===== src/sv/assert_macros.svh =====
// assertion macros shared by the rtl files
`ifndef ASSERT_MACROS_SVH
`define ASSERT_MACROS_SVH

// same-cycle implication
`define ASSERT_IMPL(label, clk, rst, ante, cons) \
  label: assert property (@(posedge clk) disable iff (rst) (ante) |-> (cons)) \
    else $error("assertion failed");

// next-cycle implication
`define ASSERT_NEXT(label, clk, rst, ante, cons) \
  label: assert property (@(posedge clk) disable iff (rst) (ante) |=> (cons)) \
    else $error("assertion failed");

`endif


===== src/sv/mcmf_pkg.sv =====
package mcmf_pkg;

  localparam int CAP_W  = 16;
  localparam int COST_W = 48;
  localparam int FLOW_W = 22;
  localparam int DIST_W = 32;
  localparam int IN_NODE_W = 6;
  localparam int W_W = 15;

  localparam logic [CAP_W-1:0]  CAP_MAX  = 16'hFFFF;
  localparam logic [FLOW_W:0]   FLOW_MAX = 23'd4194303;

  localparam logic [1:0] KIND_CLEAR = 2'd0;
  localparam logic [1:0] KIND_ADD   = 2'd1;
  localparam logic [1:0] KIND_SOLVE = 2'd2;

  typedef logic [4:0] op_t;

  localparam op_t OP_NONE       = 5'd0;
  localparam op_t OP_LOAD       = 5'd1;
  localparam op_t OP_CLR_STEP   = 5'd2;
  localparam op_t OP_ADD_RD     = 5'd3;
  localparam op_t OP_ADD_WF     = 5'd4;
  localparam op_t OP_ADD_WR     = 5'd5;
  localparam op_t OP_SOLVE_INIT = 5'd6;
  localparam op_t OP_S_INIT     = 5'd7;
  localparam op_t OP_POP        = 5'd8;
  localparam op_t OP_POP2       = 5'd9;
  localparam op_t OP_POP3       = 5'd10;
  localparam op_t OP_VRD        = 5'd11;
  localparam op_t OP_VEV        = 5'd12;
  localparam op_t OP_B_INIT     = 5'd13;
  localparam op_t OP_B_RD       = 5'd14;
  localparam op_t OP_B_RD2      = 5'd15;
  localparam op_t OP_B_MIN      = 5'd16;
  localparam op_t OP_A_INIT     = 5'd17;
  localparam op_t OP_A_RD       = 5'd18;
  localparam op_t OP_A_P        = 5'd19;
  localparam op_t OP_A_W1       = 5'd20;
  localparam op_t OP_A_R2       = 5'd21;
  localparam op_t OP_A_W2       = 5'd22;
  localparam op_t OP_ACC1       = 5'd23;
  localparam op_t OP_ACC2       = 5'd24;
  localparam op_t OP_ACC3       = 5'd25;
  localparam op_t OP_OUT        = 5'd26;

  typedef struct packed {
    logic [1:0] kind;
    logic       add_bad;
    logic       solve_bad;
    logic       clr_last;
    logic       cnt_zero;
    logic       v_last;
    logic       abort;
    logic       found;
    logic       at_src;
    logic       steps_ge;
    logic       bott_zero;
    logic       out_free;
  } stat_t;

endpackage


===== src/sv/mcmf_ctrl.sv =====
`include "assert_macros.svh"

module mcmf_ctrl import mcmf_pkg::*; (
  input  logic  clk,
  input  logic  rst,
  input  logic  s_tvalid,
  output logic  s_tready,
  input  stat_t st,
  output op_t   op
);

  localparam logic [4:0] ST_IDLE  = 5'd0;
  localparam logic [4:0] ST_DEC   = 5'd1;
  localparam logic [4:0] ST_CLR   = 5'd2;
  localparam logic [4:0] ST_ADD1  = 5'd3;
  localparam logic [4:0] ST_ADD2  = 5'd4;
  localparam logic [4:0] ST_ADD3  = 5'd5;
  localparam logic [4:0] ST_SINIT = 5'd6;
  localparam logic [4:0] ST_QCHK  = 5'd7;
  localparam logic [4:0] ST_POP   = 5'd8;
  localparam logic [4:0] ST_POP2  = 5'd9;
  localparam logic [4:0] ST_POP3  = 5'd10;
  localparam logic [4:0] ST_VRD   = 5'd11;
  localparam logic [4:0] ST_VEV   = 5'd12;
  localparam logic [4:0] ST_SEND  = 5'd13;
  localparam logic [4:0] ST_BINIT = 5'd14;
  localparam logic [4:0] ST_BCHK  = 5'd15;
  localparam logic [4:0] ST_BRD   = 5'd16;
  localparam logic [4:0] ST_BRD2  = 5'd17;
  localparam logic [4:0] ST_BMIN  = 5'd18;
  localparam logic [4:0] ST_AINIT = 5'd19;
  localparam logic [4:0] ST_ACHK  = 5'd20;
  localparam logic [4:0] ST_ARD   = 5'd21;
  localparam logic [4:0] ST_AP    = 5'd22;
  localparam logic [4:0] ST_AW1   = 5'd23;
  localparam logic [4:0] ST_AR2   = 5'd24;
  localparam logic [4:0] ST_AW2   = 5'd25;
  localparam logic [4:0] ST_ACC1  = 5'd26;
  localparam logic [4:0] ST_ACC2  = 5'd27;
  localparam logic [4:0] ST_ACC3  = 5'd28;
  localparam logic [4:0] ST_OUT   = 5'd29;

  logic [4:0] state, state_next;

  assign s_tready = (state == ST_IDLE);

  always_comb begin
    state_next = state;
    op         = OP_NONE;
    case (state)
      ST_IDLE: if (s_tvalid) begin
        op         = OP_LOAD;
        state_next = ST_DEC;
      end
      ST_DEC: begin
        op = OP_SOLVE_INIT;
        case (st.kind)
          KIND_CLEAR: state_next = ST_CLR;
          KIND_ADD:   state_next = st.add_bad ? ST_IDLE : ST_ADD1;
          KIND_SOLVE: state_next = st.solve_bad ? ST_OUT : ST_SINIT;
          default:    state_next = ST_IDLE;
        endcase
      end
      ST_CLR: begin
        op = OP_CLR_STEP;
        if (st.clr_last) state_next = ST_IDLE;
      end
      ST_ADD1: begin
        op         = OP_ADD_RD;
        state_next = ST_ADD2;
      end
      ST_ADD2: begin
        op         = OP_ADD_WF;
        state_next = ST_ADD3;
      end
      ST_ADD3: begin
        op         = OP_ADD_WR;
        state_next = ST_IDLE;
      end
      ST_SINIT: begin
        op         = OP_S_INIT;
        state_next = ST_QCHK;
      end
      ST_QCHK: state_next = st.cnt_zero ? ST_SEND : ST_POP;
      ST_POP: begin
        op         = OP_POP;
        state_next = ST_POP2;
      end
      ST_POP2: begin
        op         = OP_POP2;
        state_next = ST_POP3;
      end
      ST_POP3: begin
        op         = OP_POP3;
        state_next = ST_VRD;
      end
      ST_VRD: begin
        op         = OP_VRD;
        state_next = ST_VEV;
      end
      ST_VEV: begin
        if (st.abort) begin
          state_next = ST_OUT;
        end else begin
          op         = OP_VEV;
          state_next = st.v_last ? ST_QCHK : ST_VRD;
        end
      end
      ST_SEND: state_next = st.found ? ST_BINIT : ST_OUT;
      ST_BINIT: begin
        op         = OP_B_INIT;
        state_next = ST_BCHK;
      end
      ST_BCHK: begin
        if (st.at_src) state_next = st.bott_zero ? ST_OUT : ST_AINIT;
        else state_next = ST_BRD;
      end
      ST_BRD: begin
        op         = OP_B_RD;
        state_next = ST_BRD2;
      end
      ST_BRD2: begin
        op         = OP_B_RD2;
        state_next = ST_BMIN;
      end
      ST_BMIN: begin
        if (st.steps_ge) begin
          state_next = ST_OUT;
        end else begin
          op         = OP_B_MIN;
          state_next = ST_BCHK;
        end
      end
      ST_AINIT: begin
        op         = OP_A_INIT;
        state_next = ST_ACHK;
      end
      ST_ACHK: state_next = st.at_src ? ST_ACC1 : ST_ARD;
      ST_ARD: begin
        op         = OP_A_RD;
        state_next = ST_AP;
      end
      ST_AP: begin
        op         = OP_A_P;
        state_next = ST_AW1;
      end
      ST_AW1: begin
        op         = OP_A_W1;
        state_next = ST_AR2;
      end
      ST_AR2: begin
        op         = OP_A_R2;
        state_next = ST_AW2;
      end
      ST_AW2: begin
        op         = OP_A_W2;
        state_next = ST_ACHK;
      end
      ST_ACC1: begin
        op         = OP_ACC1;
        state_next = ST_ACC2;
      end
      ST_ACC2: begin
        op         = OP_ACC2;
        state_next = ST_ACC3;
      end
      ST_ACC3: begin
        op         = OP_ACC3;
        state_next = ST_SINIT;
      end
      ST_OUT: if (st.out_free) begin
        op         = OP_OUT;
        state_next = ST_IDLE;
      end
      default: state_next = ST_IDLE;
    endcase
  end

  // reset starts with a clearing pass over the matrices
  always_ff @(posedge clk) begin
    if (rst) state <= ST_CLR;
    else state <= state_next;
  end

  `ASSERT_NEXT(a_accept_leaves_idle, clk, rst, s_tvalid && s_tready, state == ST_DEC)
  `ASSERT_NEXT(a_clear_holds, clk, rst, state == ST_CLR && !st.clr_last, state == ST_CLR)

endmodule


===== config.mk =====
export PLATFORM = sky130hd
export DESIGN_NAME = mcmf_ctrl
export DESIGN_NICKNAME = d
export VERILOG_FILES = /design/src/sv/mcmf_pkg.sv /design/src/sv/mcmf_ctrl.sv
export VERILOG_INCLUDE_DIRS = /design/src /design/src/sv
export SDC_FILE = /design/constraint.sdc
export NUM_CORES = 1
export LEC_CHECK = 0
export BUFFER_PORTS_ARGS = -buffer_cell sky130_fd_sc_hd__buf_2
export CAP_MARGIN = 20
export CORE_MARGIN = 2
export CORE_UTILIZATION = 55
export CTS_CLUSTER_DIAMETER = 30
export DETAILED_ROUTE_END_ITERATION = 6
export PLACE_DENSITY = 0.8
export SLEW_MARGIN = 20
export SYNTH_ARGS = -nofsm -noshare
export SYNTH_HDL_FRONTEND = slang
export SYNTH_SLANG_ARGS = --single-unit

===== constraint.sdc =====
create_clock -name clk -period 2 [get_ports clk]
set_clock_uncertainty 0.1 [all_clocks]
set_input_delay 0.1 -clock clk [delete_from_list [all_inputs] [get_ports clk]]
set_output_delay 0.1 -clock clk [all_outputs]
set_load 0.01 [all_outputs]

==> run summary, run 1 <==
The flow ran to the end, and the final reports show no timing, DRC or antenna violations. The finished layout holds 199 standard cells, fillers aside. The total number of nets in the final design came out at 189. The clock network accounts for 25.3% of the total power.

The total standard cell area after synthesis is 0.00108 mm². Summing internal, switching and leakage power gives 0.475 mW. The clock slew at the register clock pins of the worst setup and hold paths came out at 0.05 ns. The max-cap violation count came out at 0. The share of total power in combinational logic came out at 50.3%.

The tightest min-delay check is of the in2reg type. The utilization after layout came out at 64.8%. The cell area after layout came out at 0.00123 mm². In this run the worst path has a maximum fanout of 36.

The average wire per cell in the routed design is 15.9 µm. The max-slew violation count came out at 0. The capture instance of the worst register-to-register path is state[0]. The power dissipated by switching net loads came out at 0.187 mW.

The synthesized netlist net count is 171. From bottom edge to top edge, the die measures 48.3 µm. The path with the worst hold slack has its endpoint at state[4].

The internal portion of the total power is 0.288 mW. The maximum clock path buffer count came out at 2. The clock insertion delay at the later pin of the skew report came out at 0.25 ns.

The standard cell with the maximum stage delay on the critical path is sky130_fd_sc_hd__dfxtp_1. At the worst endpoint, the arrival time is 1.70 ns. The final-layout worst hold slack came out at 0.135 ns. The number of antenna violations at the first check in global routing was 0. The type of element launching the critical path is a flop. The first routing iteration left 73 violations. For this run, asynchronously set or reset flops after synthesis account for 0%. The routed via count is 1325. STA puts the critical path data required time at 1.80 ns.

For this run, the leading register cell type out of synthesis is sky130_fd_sc_hd__dfxtp_1. Adding up every negative setup slack in the final design gives 0 ns. The maximum number of pins on one net before global-route repair is 42. The switching share of power is 39.4%. The warning count from the yosys run came out at 0. The wire length reported by the detailed router came out at 3.17 mm. The clock tree from TritonCTS is done.

The startpoint identified for the worst register-to-register timing path is state[1]. The antenna diode instance count is 0. The first-pass GRT wire length is 4.93 mm. Along the worst hold path, the cell count comes to 3.

After global routing the overflow that remains totals 0. More flip-flops sit in one register than any other, and that register is state. The number of global-route vias before repair was 1086. The largest registers in the layout are state (5). The worst setup path is of the reg2out kind. In this run the number of H-tree levels came out at 1.

The count of buffers from port buffering came out at 21. In this run the standard cell core region covers 0.00190 mm². The estimated wirelength of the detail-placed design came out at 2.24 mm.

The ratio of routed vias to standard cells is 6.66. Timing would allow up to 0.526 GHz. The starting utilization of the core area came out at 56.6%. The number of sinks driven by the clock tree is 5. The fraction of final layout cells with drive strength greater than 1 came out at 24.4%. The number of buffers inserted to repair setup after CTS came out at 0. The first TritonRoute pass finished after 5 iterations. The overall die area is 0.00233 mm². The cell total after placement came out at 194.

The slew of the pin with the lowest slew margin is 0.348 ns. Setup repair after global routing left no endpoint under its margin. Walking the worst path, the cells encountered are buf_12 > nand2b_1 > nand2_1 > a222oi_1 > o221ai_1 > buf_2.

The leakage power is 0.491 nW. The portion of the clock cycle consumed by the worst path in the final layout came out at 95.1%. In this run, synthesis inferred 0 flip-flops with an integrated enable. The worst setup timing slack at the placement stage is 0.187 ns. The final number of hold-violating endpoints came out at 0. The post-synthesis average cell area came out at 6.95 µm². The register with the most flip-flops in the layout has 5 of them. After synthesis, flip-flops and latches occupy 9.29% of the total area.

Power spread over the standard cell area amounts to 386 mW/mm². The layout overhead on the synthesized area is 14.4%. The chip width came out at 48.3 µm. The relative slew slack is 76.5%. The number of distinct library cell variants in the gate-level netlist after synthesis is 50. The clock period minus final worst setup slack is 1.90 ns. The delay of the slowest cell on the worst path came out at 0.35 ns. The start point of the worst hold path is st[4]. The synthesized flop and latch total is 5. VDD sags by at most 214 µV. The remaining number of nets flagged by the antenna check after routing came out at 0. The placed instances occupy a cell area of 0.00119 mm². The number of standard cells after synthesis came out at 155. After floorplanning, the core was divided into 16 placement rows. The global placement routability congestion is 0.967. The number of remaining DRC errors came out at 0. The root buffer cell is sky130_fd_sc_hd__clkbuf_4. Setup violations remaining at the end of the flow were counted as 0.

The reg2reg setup slack came out at 0.29 ns. TritonCTS created 3 clock buffers. After layout, the worst setup slack is 0.0984 ns. Global routing used 29.6% of the available tracks. The worst setup path is captured at a primary output. The worst register-to-register path has a depth of 5.

The share of total power dissipated in sequential elements is 24.4%. The number of top-level pins came out at 22.
layout by cell type, fill, tap and decap left out, drive strengths merged, types with 3 or more instances in the layout:
cell | synthesis | layout
buf | 19 | 31
o21ai | 12 | 12
nor2 | 10 | 10
nand2 | 10 | 10
a21oi | 10 | 10
nand2b | 7 | 7
a31oi | 6 | 6
inv | 5 | 5
nor3b | 5 | 5
nand3 | 5 | 5
a311oi | 5 | 5
dfxtp | 5 | 5
nand3b | 4 | 4
nor4b | 4 | 4
clkbuf | 0 | 4
nor4 | 3 | 3
nor2b | 3 | 3
o211ai | 3 | 3
o221ai | 3 | 3
power groups by stage:
stage                     clock network (mW)  logic [mW]  registers (mW)
after floorplan                            0       0.174           0.111
after global placement                     0       0.228           0.117
after detailed placement                   0       0.232           0.117
after CTS                              0.122       0.234           0.115
after global routing                   0.130       0.261           0.117
final                                  0.120       0.239           0.116
cell usage after synthesis (all sizes together) (2+ instances only):
library cell  number  share of area, %
a22oi              2               1.4
a21oi             10               4.6
nand4b             2               1.6
a211o              2               1.6
o221ai             3               2.4
or2                2               1.2
inv                5               1.7
buf               19                11
a31oi              6               3.5
o211ai             3               2.1
nor2b              3               1.7
and2               2               1.2
dfxtp              5               9.3
nand3b             4               3.9
nor4b              4               3.8
o21ai             12               5.6
a211oi             2               1.4
a311oi             5               4.1
nand2b             7               4.1
nor3b              5               3.5
o22ai              2               1.2
nand3              5               2.3
nor3               2              0.93
nor4               3               1.7
nand2             10               3.5
nor2              10               3.5
kinds of logic (layout without fill, tap and decap cells):
group / after synthesis / after routing / share of synthesized area [%]
compound gates: 59 / 59 / 37.6
xor+xnor: 1 / 1 / 0.813
fa+ha+maj: 1 / 1 / 0.929
buf+inv: 24 / 41 / 13.2
flops: 5 / 5 / 9.29
mux: 2 / 2 / 1.97
simple gates: 63 / 63 / 36.1
worst max-delay path by stage:
stage,from,to,slack [ns]
2_1_floorplan,state[3],op[3],0.57
3_3_place_gp,state[2],state[0],0.21
3_5_place_dp,state[2],state[0],0.19
4_1_cts,state[2],op[2],0.03
5_1_grt,state[0],op[1],0.03
6_report,state[0],op[1],0.1
layer usage:
metal | track usage [%] | wire, µm | up-vias
met2 | 46.6 | 1500 | 91
met4 | 10.3 | 88 | 0
met3 | 2.96 | 305 | 12
met1 | 41.7 | 1280 | 589
li1 | - | - | 633
met5 | 0 | 0 | -
area by class of cell:
cell class | count | area, µm²
Inverter | 5 | 18.8
Clock buffer | 4 | 26.3
Timing Repair Buffer | 32 | 215
Fill cell | 160 | 669
Tap cell | 27 | 33.8
Sequential cell | 5 | 104
Multi-Input combinational cell | 126 | 835
critical path, delay by kind of cell, from the launching register on:
kind                   cells  cell delay (ns)
and+or+nand+nor            2             0.30
DFF                        1             0.35
buffers and inverters      2             0.35
AOI/OAI and AO/OA          2             0.46
what timing repair did:
item                                    in CTS  in global routing
hold buffers                                 1                  0
gates resized for setup                      0                  3
hold endpoints to repair                     4                  0
endpoints found under the setup margin       0                  4
Power figures use the tool's default switching activity.
==> run 2: changes to the inputs <==
==> constraint.sdc (replaced) <==
create_clock -name clk -period 1.8 [get_ports clk]
set_clock_uncertainty 0.1 [all_clocks]
set_input_delay 0.09 -clock clk [delete_from_list [all_inputs] [get_ports clk]]
set_output_delay 0.09 -clock clk [all_outputs]
set_load 0.01 [all_outputs]
==> run 2 against run 1 <==
- clock-buffer cell count unchanged
- global-route usage grew 0.45 points
- largest cell class unchanged
- final cell count grew 5.0%
- total power increased by 18%
- critical endpoint unchanged
==> run summary, run 2 (synthesis results as in run 1) <==
The all-layer global routing usage came out at 30.0%. The power per cell area came out at 418 mW/mm². On the critical path the largest part of the delay comes from compound AO/OA/AOI/OAI gates. The first-pass detailed-route iteration total is 5. The clock period minus final worst setup slack came out at 1.75 ns. The fraction of final layout cells with drive strength greater than 1 came out at 32.4%. Summed over all layers, the global routing overflow is 0. The slew of the pin with the lowest slew margin is 0.490 ns. The flow ran to the end, and the final reports show no timing, DRC or antenna violations. The total number of nets in the final design came out at 199. The portion of the clock cycle consumed by the worst path in the final layout is 97.3%.

The relative slew slack is 66.9%. In this run the critical register-to-register path is captured at state[2]. The register name with the most flops is state. Together, buffers and inverters on the worst path number 2. Walking the worst path, the cells encountered are buf_6 > nor2b_2 > a222oi_1 > o221ai_1 > buf_2. The maximum number of pins on one net before global-route repair is 42. The first-pass GRT wire length is 4.86 mm. The remaining number of nets flagged by the antenna check after routing is 0. In this run the most critical hold path is launched from st[4]. The final number of hold-violating endpoints is 0. The overall power after layout is 0.559 mW. The clock slew at the register clock pins of the worst setup and hold paths came out at 0.04 ns. The source of the worst register-to-register timing path is state[1]. The max-cap violation count is 0. The slowest stage of the critical path is the sky130_fd_sc_hd__dfxtp_2 cell.

In this run the number of H-tree levels came out at 1. Setup repair after global routing could not meet its margin everywhere. The number of remaining DRC errors came out at 0.

For this design the top-level I/O count stands at 22. The count of routing violations after the opening detailed-route iteration came out at 88. The cell depth of the worst hold path is 3.

The max-slew violation count came out at 0. The clock insertion delay at the later pin of the skew report is 0.25 ns. The vertical extent of the die is 48.3 µm.

Summed over all cells, the static leakage comes to 0.569 nW. The number of antenna violations at the first check in global routing is 0. The estimated wirelength of the detail-placed design is 2.33 mm. Along the worst path, the maximum fanout reaches 10. The layout overhead on the synthesized area came out at 24.3%. Setup violations remaining at the end of the flow were counted as 0. The count of buffers from port buffering is 21.

STA classifies the critical path startpoint as a flop. IR analysis of the VDD net gives a maximum drop of 229 µV. Leaving out fill and tap cells, the most frequent cell in the layout is sky130_fd_sc_hd__buf_2. The final-layout worst hold slack is 0.118 ns. The core footprint is 0.00190 mm². CTS placed an instance of sky130_fd_sc_hd__clkbuf_4 at the clock tree root. The required time reported for the critical path endpoint came out at 1.61 ns. The chip width came out at 48.3 µm. The global placement routability congestion came out at 0.930. The worst reg-to-reg path cell count came out at 5. The delay of the slowest cell on the worst path is 0.34 ns. The maximum frequency from static timing analysis came out at 0.571 GHz. TritonCTS built the clock tree. The critical path start-end classification is reg2out. The antenna diode instance count is 0.

In the final layout, the registers with the most flip-flops are state (5). The average wire per cell in the routed design is 16.9 µm. The number of buffers created by CTS came out at 3.

The starting utilization of the core area is 56.6%. The number of flip-flops under the largest register name came out at 5. The wire length reported by the detailed router is 3.54 mm. For hold timing, the worst endpoint is state[4]. The placement row count is 16. In the routed layout, each cell is associated on average with a via count of 6.78.

The clock passes through at most 2 buffers. Data on the critical path arrives at its endpoint at 1.56 ns. Leaving out fill and tap cells, the most frequent cells in the layout are sky130_fd_sc_hd__buf_2 (23), sky130_fd_sc_hd__buf_4 (13), sky130_fd_sc_hd__o21ai_0 (12). The reg2reg setup slack is 0.16 ns. The layout has 158 filler cells.

The critical path endpoint category is a primary output. The routed via count came out at 1417. The number of global-route vias before repair is 1056. The worst min-delay path class is in2reg. The overall die area is 0.00233 mm².

The number of sinks driven by the clock tree is 5.
## run 2: stage by stage
stage / util (%) / std cells / setup slack (ns) / setup TNS, ns / instance area [µm²]
3_3_place_gp: 63.6 / 198 / 0.194 / 0 / 1210
2_1_floorplan: - / 155 / 0.379 / 0 / 1080
4_1_cts: 66.4 / 203 / 0.0112 / 0 / 1260
3_5_place_dp: 63.6 / 198 / 0.169 / 0 / 1210
5_1_grt: 70.4 / 209 / -0.00983 / -0.00983 / 1340
6_report: 70.4 / 209 / 0.0491 / 0 / 1340
## run 2: how the worst max path moves through the flow
| stage | start | end | slack [ns] | depth (start not counted) |
|---|---|---|---|---|
| CTS | state[0] | op[1] | 0.01 | 5 |
| detailed placement | state[3] | state[4] | 0.17 | 5 |
| finish | state[0] | op[1] | 0.05 | 5 |
| global route | state[0] | op[2] | -0.01 | 7 |
| global placement | state[2] | state[2] | 0.19 | 5 |
| floorplan | state[3] | op[3] | 0.38 | 4 |
## run 2: layer usage
metal	routed length, µm	up-vias	track usage, %	share of wire (%)
li1	-	653	-	-
met1	1420	652	41.9	40
met2	1650	96	41.8	47
met3	321	16	5.93	9.1
met4	146	0	18.4	4.1
met5	0	-	0	0
## run 2: worst register-to-register path, delay by kind of cell, from the launching register on
kind / cells / cell delay (ns)
buf+inv: 1 / 0.21
flops: 1 / 0.35
simple gates: 2 / 0.37
compound gates: 2 / 0.47
## run 2: report_power, final
group / internal [mW] / switching (mW) / leakage (nW)
clock network: 0.0843 / 0.0535 / 0.0150
registers: 0.115 / 0.00899 / 0.0433
logic: 0.134 / 0.163 / 0.510
total: 0.334 / 0.225 / 0.569
## run 2: timing repair
item	CTS	global route
setup buffers	0	4
gates resized for setup	6	10
hold buffers	1	0
endpoints found under the hold margin	4	0
cloned	0	2
pin swaps	1	2
setup endpoints to repair	4	4
## run 2: final cells by class
class | instances | area [µm²] | area share [%]
multi-input cells | 126 | 861 | 64.3
repair buffers | 42 | 289 | 21.6
flip-flops and latches | 5 | 110 | 8.22
well taps | 27 | 33.8 | 2.52
clock buffers | 4 | 26.3 | 1.96
inverters | 5 | 18.8 | 1.40
==> run 3: changes to the inputs <==
--- a/config.mk
+++ b/config.mk
@@ -6,10 +6,11 @@
 export SDC_FILE = /design/constraint.sdc
 export NUM_CORES = 1
 export LEC_CHECK = 0
+export ABC_AREA = 1
 export BUFFER_PORTS_ARGS = -buffer_cell sky130_fd_sc_hd__buf_2
 export CAP_MARGIN = 20
 export CORE_MARGIN = 2
-export CORE_UTILIZATION = 55
+export CORE_UTILIZATION = 54
 export CTS_CLUSTER_DIAMETER = 30
 export DETAILED_ROUTE_END_ITERATION = 6
 export PLACE_DENSITY = 0.8
==> run 3 against run 2 <==
- worst setup slack got worse by 0.15 ns
- non-clock buffer count decreased by 12
- sequential share of layout area increased by 0.54 points
- final area decreased by 0.84%
- maximum frequency decreased by 8.1%
- sequential power increased by 97%
- largest cell class unchanged
- die area decreased by 6.2%
- global-route usage increased by 8.7 points
- core utilization increased by 6.5 points
- via count increased by 15%
- synthesized area decreased by 8.5%
- the run now ends with design-rule violations, negative setup slack left
- wire length increased by 28%
==> run summary, run 3 <==
The H-tree level count came out at 1. The leakage power came out at 0.802 nW. The maximum frequency from static timing analysis is 0.525 GHz. For the worst-skew pair, the clock arrives at the later sink with an insertion delay of 0.27 ns.

The post-synthesis average cell area came out at 5.16 µm². The number of top-level pins came out at 22. The core footprint is 0.00173 mm². Setup repair after global routing could not meet its margin everywhere. For the finished layout, the period the worst path requires is 1.91 ns. The synthesized netlist occupies a cell area of 986 µm². STA classifies the critical path startpoint as a flop. In the final layout, the registers with the most flip-flops are state (5). The max-cap violation count came out at 0.

The worst path setup slack after routing is -0.105 ns. From synthesis to final layout, the design area changed by 34.6%. The count of routing violations after the opening detailed-route iteration is 197. The final number of hold-violating endpoints came out at 0.

Among all cell types in the netlist, the one instantiated most often is sky130_fd_sc_hd__nand2_1. The register with the most flip-flops in the layout has 5 of them. The worst path arrival time came out at 1.72 ns. The run finished, with violations left. At the worst endpoint, the required time is 1.61 ns. Entering global routing, the biggest net connects 11 pins. The number of sinks driven by the clock tree came out at 5. The remaining number of nets flagged by the antenna check after routing came out at 0. After floorplanning, the core was divided into 15 placement rows.

The fraction of synthesized cell area taken by the top area cell type is 18.7%. The number of enable flip-flop cells after synthesis came out at 0. The relative slew slack came out at 77.1%.

At the pin with the least slew margin, the transition time is 0.341 ns. For this run, the total global-route usage over all layers was measured as 38.7%. The antenna diode instance count is 0. Once the floorplan was initialized, standard cells occupied 57.1% of the core. The largest voltage drop on the vdd net is 705 µV. The wire length reported by the detailed router came out at 4.52 mm. The most common cell after layout, fill and taps aside is sky130_fd_sc_hd__nand2_1. The average wire per cell in the routed design is 18.2 µm. For this run, asynchronously set or reset flops after synthesis account for 0%. The warning count from the yosys run is 0. Buffers placed on the I/O ports in this run total 21. The library cells used most frequently in the layout, excluding fill and tap cells, are sky130_fd_sc_hd__nand2_1 (43), sky130_fd_sc_hd__nor2_1 (31), sky130_fd_sc_hd__nand3_1 (22). The clock slew at the register clock pins of the worst setup and hold paths came out at 0.06 ns. The total number of nets in the final design is 240. The critical path is of the reg2out type. The total of endpoints with negative setup slack in the final report came out at 4. The first-pass detailed-route iteration total came out at 7.

The final-layout worst hold slack came out at 0.0823 ns. The power per cell area came out at 937 mW/mm². Power comes to 1.24 mW. Counting instances in the post-synthesis netlist gives the leading cell types as sky130_fd_sc_hd__nand2_1 (49), sky130_fd_sc_hd__nor2_1 (36), sky130_fd_sc_hd__inv_1 (23), sky130_fd_sc_hd__nand3_1 (23).

The max-slew violation count came out at 0. The ratio of routed vias to standard cells is 6.58. Clock tree synthesis inserted a total of 3 buffers. Once placement completed, the tool counted placed cells totaling 239. No sink is reached through more buffers than the 2 on the longest clock path. The synthesized flop and latch total is 5. The sum of met2 wire segment lengths after detailed routing came out at 1.95 mm. The congestion estimate from routability-driven global placement came to 1.12. The estimated wirelength of the detail-placed design is 2.86 mm.

The worst min-delay path class is in2reg. The synthesized netlist net count came out at 207. Counting flops per register, the top entry is state. The total met3 wirelength after detailed routing came out at 714 µm.

For this run, design rule violations remaining after detail routing come to 2. Once layout is complete, the cells apart from fillers number 248. Sorting the synthesized cells by area gives the leading types as sky130_fd_sc_hd__nand2_1 (19%), sky130_fd_sc_hd__nor2_1 (14%), sky130_fd_sc_hd__nand3_1 (12%). The root buffer cell chosen for the clock tree is sky130_fd_sc_hd__clkbuf_4.

In the synthesized netlist the dominant register cell turns out to be sky130_fd_sc_hd__dfxtp_1. The vertical extent of the die came out at 46.7 µm. The total overflow left after global routing is 0. The overall die area is 0.00218 mm². The fraction of final layout cells with drive strength greater than 1 is 33.6%. The largest fanout on the critical path is 5.

The number of global-route vias before repair is 1327. The number of antenna violations at the first check in global routing is 0. The first-pass GRT wire length is 5.95 mm.

Of all cell types, the one taking the most synthesized area is sky130_fd_sc_hd__nand2_1. STA classifies the critical path endpoint as a primary output. The routed via count came out at 1632. TritonCTS built the clock tree. The number of standard cells after synthesis is 191.

The highest layer touched by signal routing is met4. The number of distinct library cell variants in the gate-level netlist after synthesis came out at 25. The checks that failed: design-rule violations, negative setup slack. The chip width came out at 46.7 µm. The met1 layer wirelength in the final routing is 1.47 mm. The portion of the clock cycle consumed by the worst path in the final layout is 106%. The part of the Yosys area used for sequential elements came out at 10.2%.
[run 3: critical path: stages, from the launching register on]
cell and delay (ns):
sky130_fd_sc_hd__dfxtp_4 0.41, sky130_fd_sc_hd__inv_2 0.09, sky130_fd_sc_hd__nand2_1 0.15, sky130_fd_sc_hd__nor2_1 0.08, sky130_fd_sc_hd__nand2_1 0.10, sky130_fd_sc_hd__nand2_1 0.09
sky130_fd_sc_hd__a211oi_2 0.21, sky130_fd_sc_hd__nand4_1 0.14, sky130_fd_sc_hd__buf_2 0.17
[run 3: cell families after synthesis]
| group | synth area share (%) |
|---|---|
| buf+inv | 12.7 |
| simple gates | 68.8 |
| flops | 10.2 |
| compound gates | 8.37 |
[run 3: final cells by class]
cell class	instances	area (µm²)
clock buffer	4	26.3
fill	139	399
inverter	29	111
multi-input combinational	155	847
sequential	5	116
tap	25	31.3
timing repair buffer	30	195
[run 3: final timing paths]
path | depth (start not counted) | slack [ns] | start | end
worst max-delay path | 8 | -0.11 | state[2] | op[0]
worst min-delay path | 4 | 0.08 | st[0] | state[0]
worst max register to register | 10 | 0.03 | state[2] | state[3]
worst min register to register | 4 | 0.66 | state[3] | state[0]
[run 3: what timing repair did]
action | CTS | global route
buffers inserted | 2 | 2
hold buffers | 1 | 0
hold endpoints to repair | 2 | 0
resized for setup | 7 | 31
pin swaps | 1 | 2
endpoints found under the setup margin | 5 | 6
[run 3: power breakdown]
part / internal (mW) / switching, mW
combinational: 0.288 / 0.562
sequential: 0.158 / 0.0854
clock: 0.0851 / 0.0655
[run 3: per-layer routing]
layer  global-route usage [%]  vias to the layer above
li1                         -                      702
met1                     50.3                      688
met2                     60.3                      181
met3                     12.7                       61
met4                     13.9                        0
met5                        0                        -
[run 3: metrics by stage]
step	worst slack, ns	util, %	cell area, µm²	TNS, ns
6_report	-0.105	76.9	1330	-0.254
5_1_grt	-0.0943	76.9	1330	-0.320
4_1_cts	0.00206	69.6	1200	0
3_5_place_dp	0.141	65.8	1140	0
3_3_place_gp	0.159	65.8	1140	0
2_1_floorplan	0.378	-	986	0
